==> config.mk <==
export PLATFORM = sky130hd
export DESIGN_NAME = rgbw_linear_fade_engine
export DESIGN_NICKNAME = d
export VERILOG_FILES = /design/src/rtl/rlfe_pkg.sv /design/src/rtl/rgbw_linear_fade_engine.sv /design/src/rtl/rlfe_lane.sv /design/src/rtl/rlfe_merge.sv
export SDC_FILE = /design/constraint.sdc
export NUM_CORES = 2
export LEC_CHECK = 0
export ABC_AREA = 1
export BUFFER_PORTS_ARGS = -buffer_cell sky130_fd_sc_hd__buf_2
export CAP_MARGIN = 40
export CORE_ASPECT_RATIO = 0.7
export CORE_MARGIN = 2
export CORE_UTILIZATION = 25
export CTS_BUF_LIST = sky130_fd_sc_hd__clkbuf_2 sky130_fd_sc_hd__clkbuf_4 sky130_fd_sc_hd__clkbuf_8
export CTS_CLUSTER_SIZE = 40
export DETAILED_ROUTE_END_ITERATION = 8
export PLACE_DENSITY = 0.4
export SYNTH_ARGS = -nofsm -noshare
export SYNTH_HDL_FRONTEND = slang
export SYNTH_SLANG_ARGS = --single-unit
==> constraint.sdc <==
create_clock -name clk -period 3.8 [get_ports clk]
set_input_delay 0.57 -clock clk [delete_from_list [all_inputs] [get_ports clk]]
set_output_delay 0.57 -clock clk [all_outputs]
set_load 0.01 [all_outputs]
==> src/rtl/rlfe_pkg.sv <==
`default_nettype none

package rlfe_pkg;

	// Fixed-point and interval configuration.
	localparam int FRAC_BITS     = 16;
	localparam int INTERVAL_BITS = 16;
	localparam int NCH           = 4;

	// Derived widths: level is 8.FRAC_BITS unsigned, step is one bit wider and signed.
	localparam int LVL_W     = 8 + FRAC_BITS;
	localparam int STEP_W    = LVL_W + 1;
	localparam int SUM_W     = LVL_W + 2;
	localparam int IVAL_PORT = 16;
	localparam int IVAL_USED = (INTERVAL_BITS < IVAL_PORT) ? INTERVAL_BITS : IVAL_PORT;

	// The divider produces one quotient bit per cycle.
	localparam int DIV_STEPS = LVL_W;
	localparam int CNT_W     = $clog2(DIV_STEPS);

	localparam logic [LVL_W-1:0] LEVEL_MAX = {8'hFF, {FRAC_BITS{1'b0}}};

	typedef logic [LVL_W-1:0]         level_t;
	typedef logic signed [STEP_W-1:0] step_t;
	typedef logic signed [SUM_W-1:0]  sum_t;
	typedef logic [INTERVAL_BITS-1:0] ival_t;

	// Command codes.
	typedef enum logic [2:0] {
		KIND_SET  = 3'd0,
		KIND_FADE = 3'd1,
		KIND_ADD  = 3'd2,
		KIND_OFF  = 3'd3,
		KIND_TICK = 3'd4
	} kind_t;

	// Sequencer states.
	typedef enum logic [1:0] {
		ST_IDLE,
		ST_DIV,
		ST_PUSH
	} state_t;

	// Broadcast from the sequencer to every lane.
	typedef struct packed {
		logic       start;
		logic [2:0] kind;
		ival_t      ival;
		logic       div_step;
		logic       div_last;
	} lane_ctl_t;

	// What each lane reports to the merging stage.
	typedef struct packed {
		logic [7:0] level;
		logic       fading;
	} lane_stat_t;

	// Saturate a widened level sum to the range 0 .. 255.0.
	function automatic level_t clamp_level(input sum_t v);
		level_t r;
		if (v < 0) begin
			r = '0;
		end else if (v > $signed({2'b00, LEVEL_MAX})) begin
			r = LEVEL_MAX;
		end else begin
			r = v[LVL_W-1:0];
		end
		return r;
	endfunction

endpackage

`default_nettype wire

==> src/rtl/rgbw_linear_fade_engine.sv <==
// Four-channel (red, green, blue, white) fade engine with 8.16 fixed-point levels.
// Commands arrive on the cmd channel (cmd_valid / cmd_stall) with kind, four signed
// values and an interval; results leave on the res channel (res_valid / res_stall)
// with the four integer levels and the combined fading flag. Every command gives
// exactly one result, and codes 5 to 7 change nothing and only report.
// The four channels are processed by parallel lanes in the same cycle; each lane
// has its own restoring divider that yields one quotient bit per cycle.
// Sequence: a command transfer moves the sequencer to the result step, or for a
// fade_to with a nonzero interval first through the divider iterations; the result
// step loads the output register, which then raises res_valid.
// One command is in progress at a time, so a new command is accepted only after
// the result of the last one has been loaded into the output register.
// cmd_stall is high while a command is in progress. When the receiver holds res_stall,
// the result stays in its output register and the next command waits before its
// result is loaded.
// Reset (arst_n low) clears all levels, targets, steps and flags and empties the
// output register.
`default_nettype none

module rgbw_linear_fade_engine
	import rlfe_pkg::*;
(
	input  wire logic              clk,
	input  wire logic              arst_n,
	input  wire logic              cmd_valid,
	output logic                   cmd_stall,
	input  wire logic [2:0]        kind,
	input  wire logic signed [8:0] red_value,
	input  wire logic signed [8:0] green_value,
	input  wire logic signed [8:0] blue_value,
	input  wire logic signed [8:0] white_value,
	input  wire logic [15:0]       interval,
	output logic                   res_valid,
	input  wire logic              res_stall,
	output logic [7:0]             red_level,
	output logic [7:0]             green_level,
	output logic [7:0]             blue_level,
	output logic [7:0]             white_level,
	output logic                   fading
);

	state_t     state_q;
	state_t     state_nx;
	logic [CNT_W-1:0] cnt_q;
	logic       cmd_fire;
	logic       is_div;
	ival_t      ival;
	lane_ctl_t  ctl;
	logic       push;
	logic       can_load;

	logic signed [8:0] lane_value [NCH];
	lane_stat_t        lane_stat [NCH];
	logic [7:0]        levels [NCH];

	assign ival     = INTERVAL_BITS'(interval[IVAL_USED-1:0]);
	assign cmd_fire = cmd_valid && !cmd_stall;
	assign is_div   = (kind == KIND_FADE) && (ival != '0);

	// Next-state logic of the command sequencer.
	always_comb begin
		state_nx = state_q;
		case (state_q)
			ST_IDLE: begin
				if (cmd_fire) begin
					state_nx = is_div ? ST_DIV : ST_PUSH;
				end
			end
			ST_DIV: begin
				if (cnt_q == CNT_W'(DIV_STEPS - 1)) begin
					state_nx = ST_PUSH;
				end
			end
			ST_PUSH: begin
				if (can_load) begin
					state_nx = ST_IDLE;
				end
			end
			default: begin
				state_nx = ST_IDLE;
			end
		endcase
	end

	// Sequencer outputs.
	always_comb begin
		cmd_stall    = (state_q != ST_IDLE);
		ctl.start    = cmd_fire;
		ctl.kind     = kind;
		ctl.ival     = ival;
		ctl.div_step = (state_q == ST_DIV);
		ctl.div_last = (state_q == ST_DIV) && (cnt_q == CNT_W'(DIV_STEPS - 1));
		push         = (state_q == ST_PUSH) && can_load;
	end

	always_ff @(posedge clk or negedge arst_n) begin
		if (!arst_n) begin
			state_q <= ST_IDLE;
			cnt_q   <= '0;
		end else begin
			state_q <= state_nx;
			if (cmd_fire) begin
				cnt_q <= '0;
			end else if (ctl.div_step) begin
				cnt_q <= cnt_q + 1'b1;
			end
		end
	end

	// Channel lanes.
	assign lane_value[0] = red_value;
	assign lane_value[1] = green_value;
	assign lane_value[2] = blue_value;
	assign lane_value[3] = white_value;

	for (genvar g = 0; g < NCH; g++) begin : g_lane
		rlfe_lane u_lane (
			.clk    (clk),
			.arst_n (arst_n),
			.ctl    (ctl),
			.value  (lane_value[g]),
			.stat   (lane_stat[g])
		);
	end

	// Merge the lanes into the result register.
	rlfe_merge u_merge (
		.clk       (clk),
		.arst_n    (arst_n),
		.load      (push),
		.stat      (lane_stat),
		.res_stall (res_stall),
		.can_load  (can_load),
		.res_valid (res_valid),
		.levels    (levels),
		.fading    (fading)
	);

	assign red_level   = levels[0];
	assign green_level = levels[1];
	assign blue_level  = levels[2];
	assign white_level = levels[3];

	// A command that needs no division reaches the result step in the next cycle.
	a_fast_push: assert property (@(posedge clk) disable iff (!arst_n)
		(cmd_fire && !is_div) |=> (state_q == ST_PUSH))
		else $error("command without division did not move to the result step");

	// A fade with a nonzero interval starts the divider from its first iteration.
	a_div_start: assert property (@(posedge clk) disable iff (!arst_n)
		(cmd_fire && is_div) |=> (state_q == ST_DIV && cnt_q == '0))
		else $error("division did not start at iteration zero");

	// A loaded result shows up as valid in the next cycle.
	a_push_valid: assert property (@(posedge clk) disable iff (!arst_n)
		push |=> res_valid)
		else $error("result load did not raise res_valid");

	// A waiting result is never overwritten.
	a_no_overwrite: assert property (@(posedge clk) disable iff (!arst_n)
		(res_valid && res_stall) |-> !push)
		else $error("result register overwritten while stalled");

endmodule

`default_nettype wire

==> src/rtl/rlfe_lane.sv <==
`default_nettype none

module rlfe_lane
	import rlfe_pkg::*;
(
	input  wire logic              clk,
	input  wire logic              arst_n,
	input  wire lane_ctl_t         ctl,
	input  wire logic signed [8:0] value,
	output lane_stat_t             stat
);

	level_t     level_q;
	logic [7:0] target_q;
	step_t      step_q;
	logic       fading_q;

	// Divider working registers.
	ival_t      rem_q;
	level_t     quo_q;
	ival_t      div_q;
	logic       neg_q;

	logic [7:0]         t_byte;
	level_t             tf_new;
	level_t             tf_cur;
	logic signed [LVL_W:0] diff_new;
	logic signed [LVL_W:0] diff_cur;
	level_t             mag_new;
	level_t             mag_cur;
	step_t              step_mag;
	logic               snap;
	sum_t               sum_step;
	sum_t               sum_add;
	logic [INTERVAL_BITS:0] r_sh;
	logic               ge;
	ival_t              rem_nx;
	level_t             quo_nx;
	step_t              quo_ext;

	// Target from the command value: negative values read as zero.
	assign t_byte = value[8] ? 8'd0 : value[7:0];
	assign tf_new = {t_byte, {FRAC_BITS{1'b0}}};
	assign tf_cur = {target_q, {FRAC_BITS{1'b0}}};

	// Distances to the new and to the current target.
	assign diff_new = $signed({1'b0, tf_new}) - $signed({1'b0, level_q});
	assign diff_cur = $signed({1'b0, tf_cur}) - $signed({1'b0, level_q});
	assign mag_new  = diff_new[LVL_W] ? LVL_W'(-diff_new) : diff_new[LVL_W-1:0];
	assign mag_cur  = diff_cur[LVL_W] ? LVL_W'(-diff_cur) : diff_cur[LVL_W-1:0];
	assign step_mag = step_q[STEP_W-1] ? -step_q : step_q;

	// A tick snaps when the step is zero or would overshoot the target.
	assign snap = (step_q == '0) || ($unsigned({1'b0, mag_cur}) < $unsigned(step_mag));

	// Widened sums for a tick step and for an add delta.
	assign sum_step = $signed({2'b00, level_q}) + $signed({step_q[STEP_W-1], step_q});
	assign sum_add  = $signed({2'b00, level_q})
		+ $signed({value[8], value, {FRAC_BITS{1'b0}}});

	// One restoring division step.
	assign r_sh    = {rem_q, quo_q[LVL_W-1]};
	assign ge      = r_sh >= {1'b0, div_q};
	assign rem_nx  = ge ? INTERVAL_BITS'(r_sh - {1'b0, div_q}) : r_sh[INTERVAL_BITS-1:0];
	assign quo_nx  = {quo_q[LVL_W-2:0], ge};
	assign quo_ext = $signed({1'b0, quo_nx});

	// Channel state.
	always_ff @(posedge clk or negedge arst_n) begin
		if (!arst_n) begin
			level_q  <= '0;
			target_q <= '0;
			step_q   <= '0;
			fading_q <= 1'b0;
		end else if (ctl.start) begin
			case (ctl.kind)
				KIND_SET: begin
					target_q <= t_byte;
					level_q  <= tf_new;
					fading_q <= 1'b0;
				end
				KIND_FADE: begin
					target_q <= t_byte;
					if (ctl.ival == '0) begin
						level_q  <= tf_new;
						step_q   <= '0;
						fading_q <= 1'b0;
					end else begin
						fading_q <= (diff_new != '0);
					end
				end
				KIND_ADD: begin
					level_q <= clamp_level(sum_add);
				end
				KIND_OFF: begin
					level_q <= '0;
				end
				KIND_TICK: begin
					if (fading_q) begin
						if (snap) begin
							level_q  <= tf_cur;
							fading_q <= 1'b0;
						end else begin
							level_q <= clamp_level(sum_step);
						end
					end
				end
				default: begin
				end
			endcase
		end else if (ctl.div_last) begin
			step_q <= neg_q ? -quo_ext : quo_ext;
		end
	end

	// Divider datapath: loaded at every command start, then shifted once per cycle while dividing.
	always_ff @(posedge clk) begin
		if (ctl.start) begin
			quo_q <= mag_new;
			rem_q <= '0;
			div_q <= ctl.ival;
			neg_q <= diff_new[LVL_W];
		end else if (ctl.div_step) begin
			quo_q <= quo_nx;
			rem_q <= rem_nx;
		end
	end

	assign stat.level  = level_q[LVL_W-1:FRAC_BITS];
	assign stat.fading = fading_q;

endmodule

`default_nettype wire

==> src/rtl/rlfe_merge.sv <==
`default_nettype none

module rlfe_merge
	import rlfe_pkg::*;
(
	input  wire logic       clk,
	input  wire logic       arst_n,
	input  wire logic       load,
	input  wire lane_stat_t stat [NCH],
	input  wire logic       res_stall,
	output logic            can_load,
	output logic            res_valid,
	output logic [7:0]      levels [NCH],
	output logic            fading
);

	logic       res_valid_q;
	logic [7:0] levels_q [NCH];
	logic       fading_q;
	logic       any_fading;

	// The register takes a new result when empty or when its transfer completes.
	assign can_load = !res_valid_q || !res_stall;

	// Combine the lane flags.
	always_comb begin
		any_fading = 1'b0;
		for (int i = 0; i < NCH; i++) begin
			any_fading = any_fading | stat[i].fading;
		end
	end

	always_ff @(posedge clk or negedge arst_n) begin
		if (!arst_n) begin
			res_valid_q <= 1'b0;
		end else if (load) begin
			res_valid_q <= 1'b1;
		end else if (!res_stall) begin
			res_valid_q <= 1'b0;
		end
	end

	// Result payload.
	always_ff @(posedge clk) begin
		if (load) begin
			for (int i = 0; i < NCH; i++) begin
				levels_q[i] <= stat[i].level;
			end
			fading_q <= any_fading;
		end
	end

	assign res_valid = res_valid_q;
	assign levels    = levels_q;
	assign fading    = fading_q;

endmodule

`default_nettype wire
Yosys cells after proc, flatten, opt, wreduce, memory -nomap -nowiden --
Index checks and enable logic that the tools add are counted.
Word-level totals: logic and storage cells 256, input bits 59, bits in registers 453, output and inout port bits 35
Cells by class: $add $sub $neg 37, bitwise gates (word level) 3, magnitude comparators 24, equality and inequality tests 18, multiplexer cells 99, reductions and logical operators 38
Operator list (number):
- 24-bit 2-to-1 mux | 44
- 24-bit case mux with 5 select lines | 4
- 25-bit 2-to-1 mux | 18
- 25-bit by 25-bit adder with 26-bit output | 8
- 26-bit by 25-bit > comparator with 1-bit output (second input constant) | 8
- 26-bit by 1-bit < comparator with 1-bit output (second input constant) | 8
- 24-bit by 24-bit subtractor with 25-bit output | 8
- 24-bit negator | 8
- 25-bit logical NOT | 4
- 24-bit by 25-bit < comparator with 1-bit output | 4
- 24-bit negator with 25-bit output | 4
- 25-bit negator | 4
- 25-bit nonzero test | 4
- 17-bit by 16-bit greater-or-equal comparator with 1-bit output | 4
- 16-bit 2-to-1 mux | 4
- 16-bit subtractor | 4
- 8-bit 2-to-1 mux | 4
- 2-bit by 1-bit inequality test with 1-bit output (second input constant) | 9
- 16-bit logical NOT | 1
- 4-bit AND reduction | 4
- 16-bit nonzero test | 1
- 1-bit 2-to-1 mux | 14
- 1-bit case mux with 3 select lines | 4
- 5-bit 2-to-1 mux | 2
- 22 further kinds | 42

Longest topological paths before layout --
depth in word-level cells 8, depth in mapped cells 32, depth with buffers taken out 31

Cells and area by module --
A second synthesis with hierarchy kept.
Unflattened totals: cell total of the unflattened synthesis 7905, area, all modules 51057.7 µm²
Modules (own cells, without submodules):
- rlfe_lane (g_lane[0].u_lane ...) | area an instance 12563.3 µm², times used 2, cells an instance 1962, seq. area each 3002.9 µm²
- rlfe_lane (g_lane[3].u_lane) | area an instance 12271.8 µm², times used 1, cells an instance 1945, seq. area each 3002.9 µm²
- rlfe_lane (g_lane[1].u_lane) | area an instance 12150.4 µm², times used 1, cells an instance 1925, seq. area each 3002.9 µm²
- rlfe_merge | area an instance 1038.5 µm², times used 1, cells an instance 40, seq. area each 1016.0 µm²
- rgbw_linear_fade_engine | area an instance 470.5 µm², times used 1, cells an instance 71, seq. area each 175.2 µm²

Least setup slack after synthesis --
OpenSTA, ideal clock, no wires.
path type reg2reg, start point reg state_q[0], end point reg g_lane[0].u_lane.quo_q[0], enable pin, buffers on the path 1, arrival time 3804 ps, setup slack -499 ps, stages on the path, launching flop included 7, setup time 496 ps, data required time 3304 ps, clock period less this slack 4299 ps, cells stage by stage dfrtp_1 nor2_1 inv_1 nor2_2 nor2_1 inv_1 clkbuf_1
On the way: word-level cells in the longest chain between the ends 4, elaborated cells between the ends (all ways) 5, those cells by class 1 x eq/ne; 4 x reduce/logical
RTL lines:
- from (decl) | RTL line rgbw_linear_fade_engine.sv:42 | state_t state_q;
- from (signal assigned) | RTL line rgbw_linear_fade_engine.sv:101 | state_q <= state_nx;
- 2-bit nonzero test | RTL line rgbw_linear_fade_engine.sv:87 | cmd_stall = (state_q != ST_IDLE);
- named net cmd_stall | RTL line rgbw_linear_fade_engine.sv:26 | output logic cmd_stall,
- 1-bit logical NOT | RTL line rgbw_linear_fade_engine.sv:57 | assign cmd_fire = cmd_valid && !cmd_stall;
- 1-bit logical AND | RTL line rgbw_linear_fade_engine.sv:57
- 2-bit nonzero test (no source line)
- to (signal assigned) | RTL line rlfe_lane.sv:119 | quo_q <= mag_new;
- to (signal assigned) | RTL line rlfe_lane.sv:124 | quo_q <= quo_nx;
- to (decl) | RTL line rlfe_lane.sv:20 | level_t quo_q;
The timed path passes the listed nets, and every way through them passes these cells. A chain may end at the register's enable or synchronous reset.

Worst setup path in the final report --
start point reg g_lane[0].u_lane.level_q[1], end point reg g_lane[0].u_lane.level_q[9]
On the way: word-level cells in the longest chain between the ends 8, elaborated cells between the ends (all ways) 18, those cells by class 4 x add/sub; 5 x order compare; 8 x mux; 1 x reduce/logical
RTL lines:
- from (decl) | RTL line rlfe_lane.sv:13 | level_t level_q;
- from (signal assigned) | RTL line rlfe_lane.sv:79 | level_q <= tf_new;
- from (signal assigned) | RTL line rlfe_lane.sv:85 | level_q <= tf_new;
- from (signal assigned) | RTL line rlfe_lane.sv:93 | level_q <= clamp_level(sum_add);
- 24-bit by 24-bit subtractor with 25-bit output | RTL line rlfe_lane.sv:48 | assign diff_cur = $signed({1'b0, tf_cur}) - $signed({1'b0, level_q});
- 24-bit negator | RTL line rlfe_lane.sv:50 | assign mag_cur = diff_cur[LVL_W] ? LVL_W'(-diff_cur) : diff_cur[LVL_W-1:0];
- 24-bit 2-to-1 mux | RTL line rlfe_lane.sv:50
- 24-bit by 25-bit < comparator with 1-bit output | RTL line rlfe_lane.sv:54 | assign snap = (step_q == '0) || ($unsigned({1'b0, mag_cur}) < $unsigned(step_mag));
- 1-bit logical OR | RTL line rlfe_lane.sv:54
- 24-bit 2-to-1 mux | RTL line rlfe_lane.sv:100 | if (snap) begin
- 24-bit 2-to-1 mux | RTL line rlfe_lane.sv:99 | if (fading_q) begin
- 24-bit case mux with 5 select lines * | RTL line rlfe_lane.sv:76 | case (ctl.kind)
Mark *: on every way between the ends. The rest lies on a longest branch, timed or not. The select of a mux whose other input is x is not followed.

==> results.yml <==
job:
  maxCapViolations: 0
clock_network:
  cts.sinks: 453
  worstSkewPairLatency_ps: 790
  cts_max_level: 3
  cts_tree: "built"
  clkTransAtPathRegs_ps: 60
  clockRootBuffer: "clkbuf_8"
  cts_buffers: 93
  max-clock-path-buffers: 3
detailed_routing:
  via_count: 50700
  vias_per_cell: 4.73
  wirelength_um: 193000
  drt_first_iter_violations: 4018
  wl_per_cell_um: 18.0
  ant_nets: 0
  drt_first_pass_iters: 5
  drc: 0
synth:
  ys_seq_elements: 453
  synthMuxAreaShare: 0.000882
  synth_top_area_cell: "nand2_1"
  synth.distinct_cells: 67
  synth.area.top_cells: "nand2_1 16%, dfrtp_1 13%, ha_1 10%"
  ys.flop_type: "dfrtp_1"
  ys_seq_area_frac: 0.259
  async_flop_share: 0.530
  synth_edf_count: 149
  syn_inst: 7007
  syn_nets: 7443
  synth_top_family_by_area: "simple AND/OR/NAND/NOR gates"
  synth-xor-area-share: 0.0752
  yosys_warnings: 0
  synth.top_cell.area_share: 0.163
  avgSynthCellArea_um2: 6.48
  synth-compound-area-share: 0.149
  synthSimpleGateAreaFrac: 0.316
  syn_area_um2: 45400
  synth_fa_ha_area_frac: 0.106
global_route:
  busiest_layer: "met1"
  grt_pass1_wl_um: 290000
  grt_util_met2: 0.271
  grt_start_max_net_pins: 84
  grt_usage: 0.201
  grt_remaining_overflow: 0
  grt_pass1_vias: 47300
  grt_util_met1: 0.331
  globalRouteMet3Util: 0.0257
  antenna_found_initial: 8
cells_and_area:
  area_delta_synth_final_pct: 39.1
  final_common_cell: "nand2_1"
  nets: 8697
  drive_gt1_frac: 0.248
  final_cell_mix: "1872 x nand2_1, 1112 x buf_4, 912 x inv_1"
  fill_cells: 19700
placed_design:
  gp_congestion: 0.894
  port_buffers: 93
  dp_hpwl_um: 154000
  detailedPlace.worstSlack_ps: -984
setup_path:
  cp.arrival_ps: 4910
  cp_max_fo: 5
  cp-start-kind: "register"
  crit_type: "reg2reg"
  end_kind: "register"
  required_ps: 4480
die:
  die_area_um2: 185000
  ios: 94
  die_x_um: 513
  row_count: 130
  start_util: 0.252
  die_y_um: 361
  coreArea_um2: 180000
timing:
  whs_ps: 160
  fmax_mhz: 237
  final-hold-violation-count: 0
  fin_ws_ps: -425
  final-setup-viol-count: 101
  maxSlewViolCount: 0
  finalSetupTns_ps: -32520
  max_slew_margin: 0.393
  fin_crit_ps: 4220
  fin_crit_sh: 1.11
  tightest_slew_ps: 902
  skew_ps: 42.3
  rsz0062_at_grt: "yes"
min_path:
  min_path_type: "in2reg"
outcome:
  status: "finished, violations left"
  failed_checks: "negative setup slack"
## final cells by class
cell class,instances,area (um^2),area share
antenna,1,2.50,0.0000396
clock buffer,144,1810,0.0287
clock inverter,30,288,0.00456
inverter,988,3750,0.0593
multi-input combinational,5420,32200,0.511
sequential,453,11800,0.186
tap,2376,2970,0.0471
timing repair buffer,1305,10300,0.164
## worst paths after layout
kind,cells past startpoint,from,slack [ps],end
setup / recovery,26,g_lane[0].u_lane.level_q[1],-420,g_lane[0].u_lane.level_q[9]
hold / removal,3,res_stall,160,u_merge.res_valid
setup reg to reg,26,g_lane[0].u_lane.level_q[1],-420,g_lane[0].u_lane.level_q[9]
hold reg to reg,2,g_lane[1].u_lane.rem_q[15],470,g_lane[1].u_lane.rem_q[15]
max in group asynchronous,3,arst_n,2320,g_lane[0].u_lane.level_q[2]
min in group asynchronous,2,arst_n,310,g_lane[1].u_lane.level_q[3]
## logic make-up (layout without fill, tap and decap cells)
family,Yosys count,count (layout)
simple gates,3408,3408
compound gates,1247,1247
buf+inv,1134,2467
flops,453,453
xor+xnor,384,384
fa+ha+maj,377,377
mux,4,4
other cells,0,1
## sequential cells by signal (all words and copies together) (netlist names), 5 cells and up
signal,flops
u_merge.levels,32
g_lane.u_lane.div_q,16
g_lane.u_lane.target_q,32
g_lane.u_lane.level_q,96
g_lane.u_lane.step_q,100
g_lane.u_lane.rem_q,64
cnt_q,5
g_lane.u_lane.quo_q,96
## worst max-delay path: stages (launching register included)
cell	delay, ps
dfrtp_1	400
inv_2	90
ha_4	180
inv_2	70
buf_6	140
nor2_4	130
xor2_2	170
nand2_2	120
nor3_4	290
nand4_4	170
nor2_4	210
buf_6	120
inv_1	40
nand2_1	70
xor2_1	160
inv_1	100
ha_4	280
nand4_1	160
nor3_2	260
nand3_2	120
nand3_2	110
nand2_4	80
nor2_4	150
buf_6	120
nand3_4	120
buf_6	200
o22ai_4	80
## metrics by stage
step                      cells  utilization  cell area (um^2)
after floorplan            7007            -             45600
final                     10700        0.351             63200
after CTS                 10700        0.339             60900
after global placement    10400        0.317             57100
after global routing      10700        0.351             63200
after detailed placement  10400        0.317             57100
## synth_stat cells (135+ instances only)
cell type  instances
dfrtp_1          240
o21ai_0          557
nand4_1          135
xor2_1           295
nor2_1           644
nand2_1         1969
ha_1             365
nand3_1          372
nor3_1           136
a21oi_1          439
inv_1            969
edfxtp_1         149
## routing by layer
metal | wire, um | vias up
met5 | 0 | -
met4 | 2930 | 0
met3 | 10800 | 138
met2 | 72900 | 1197
met1 | 106000 | 23800
li1 | - | 25600
## timing repair
action,CTS,global route
hold endpoints to repair,72,0
cloned,2,4
endpoints found under the setup margin,121,126
pin swaps,132,240
hold buffers,17,0
resized for setup,302,449
buffers inserted,47,52
Power is left out: the tool's default activity adds up to more than one toggle a clock period on the data nets, which glitch-free logic cannot reach.
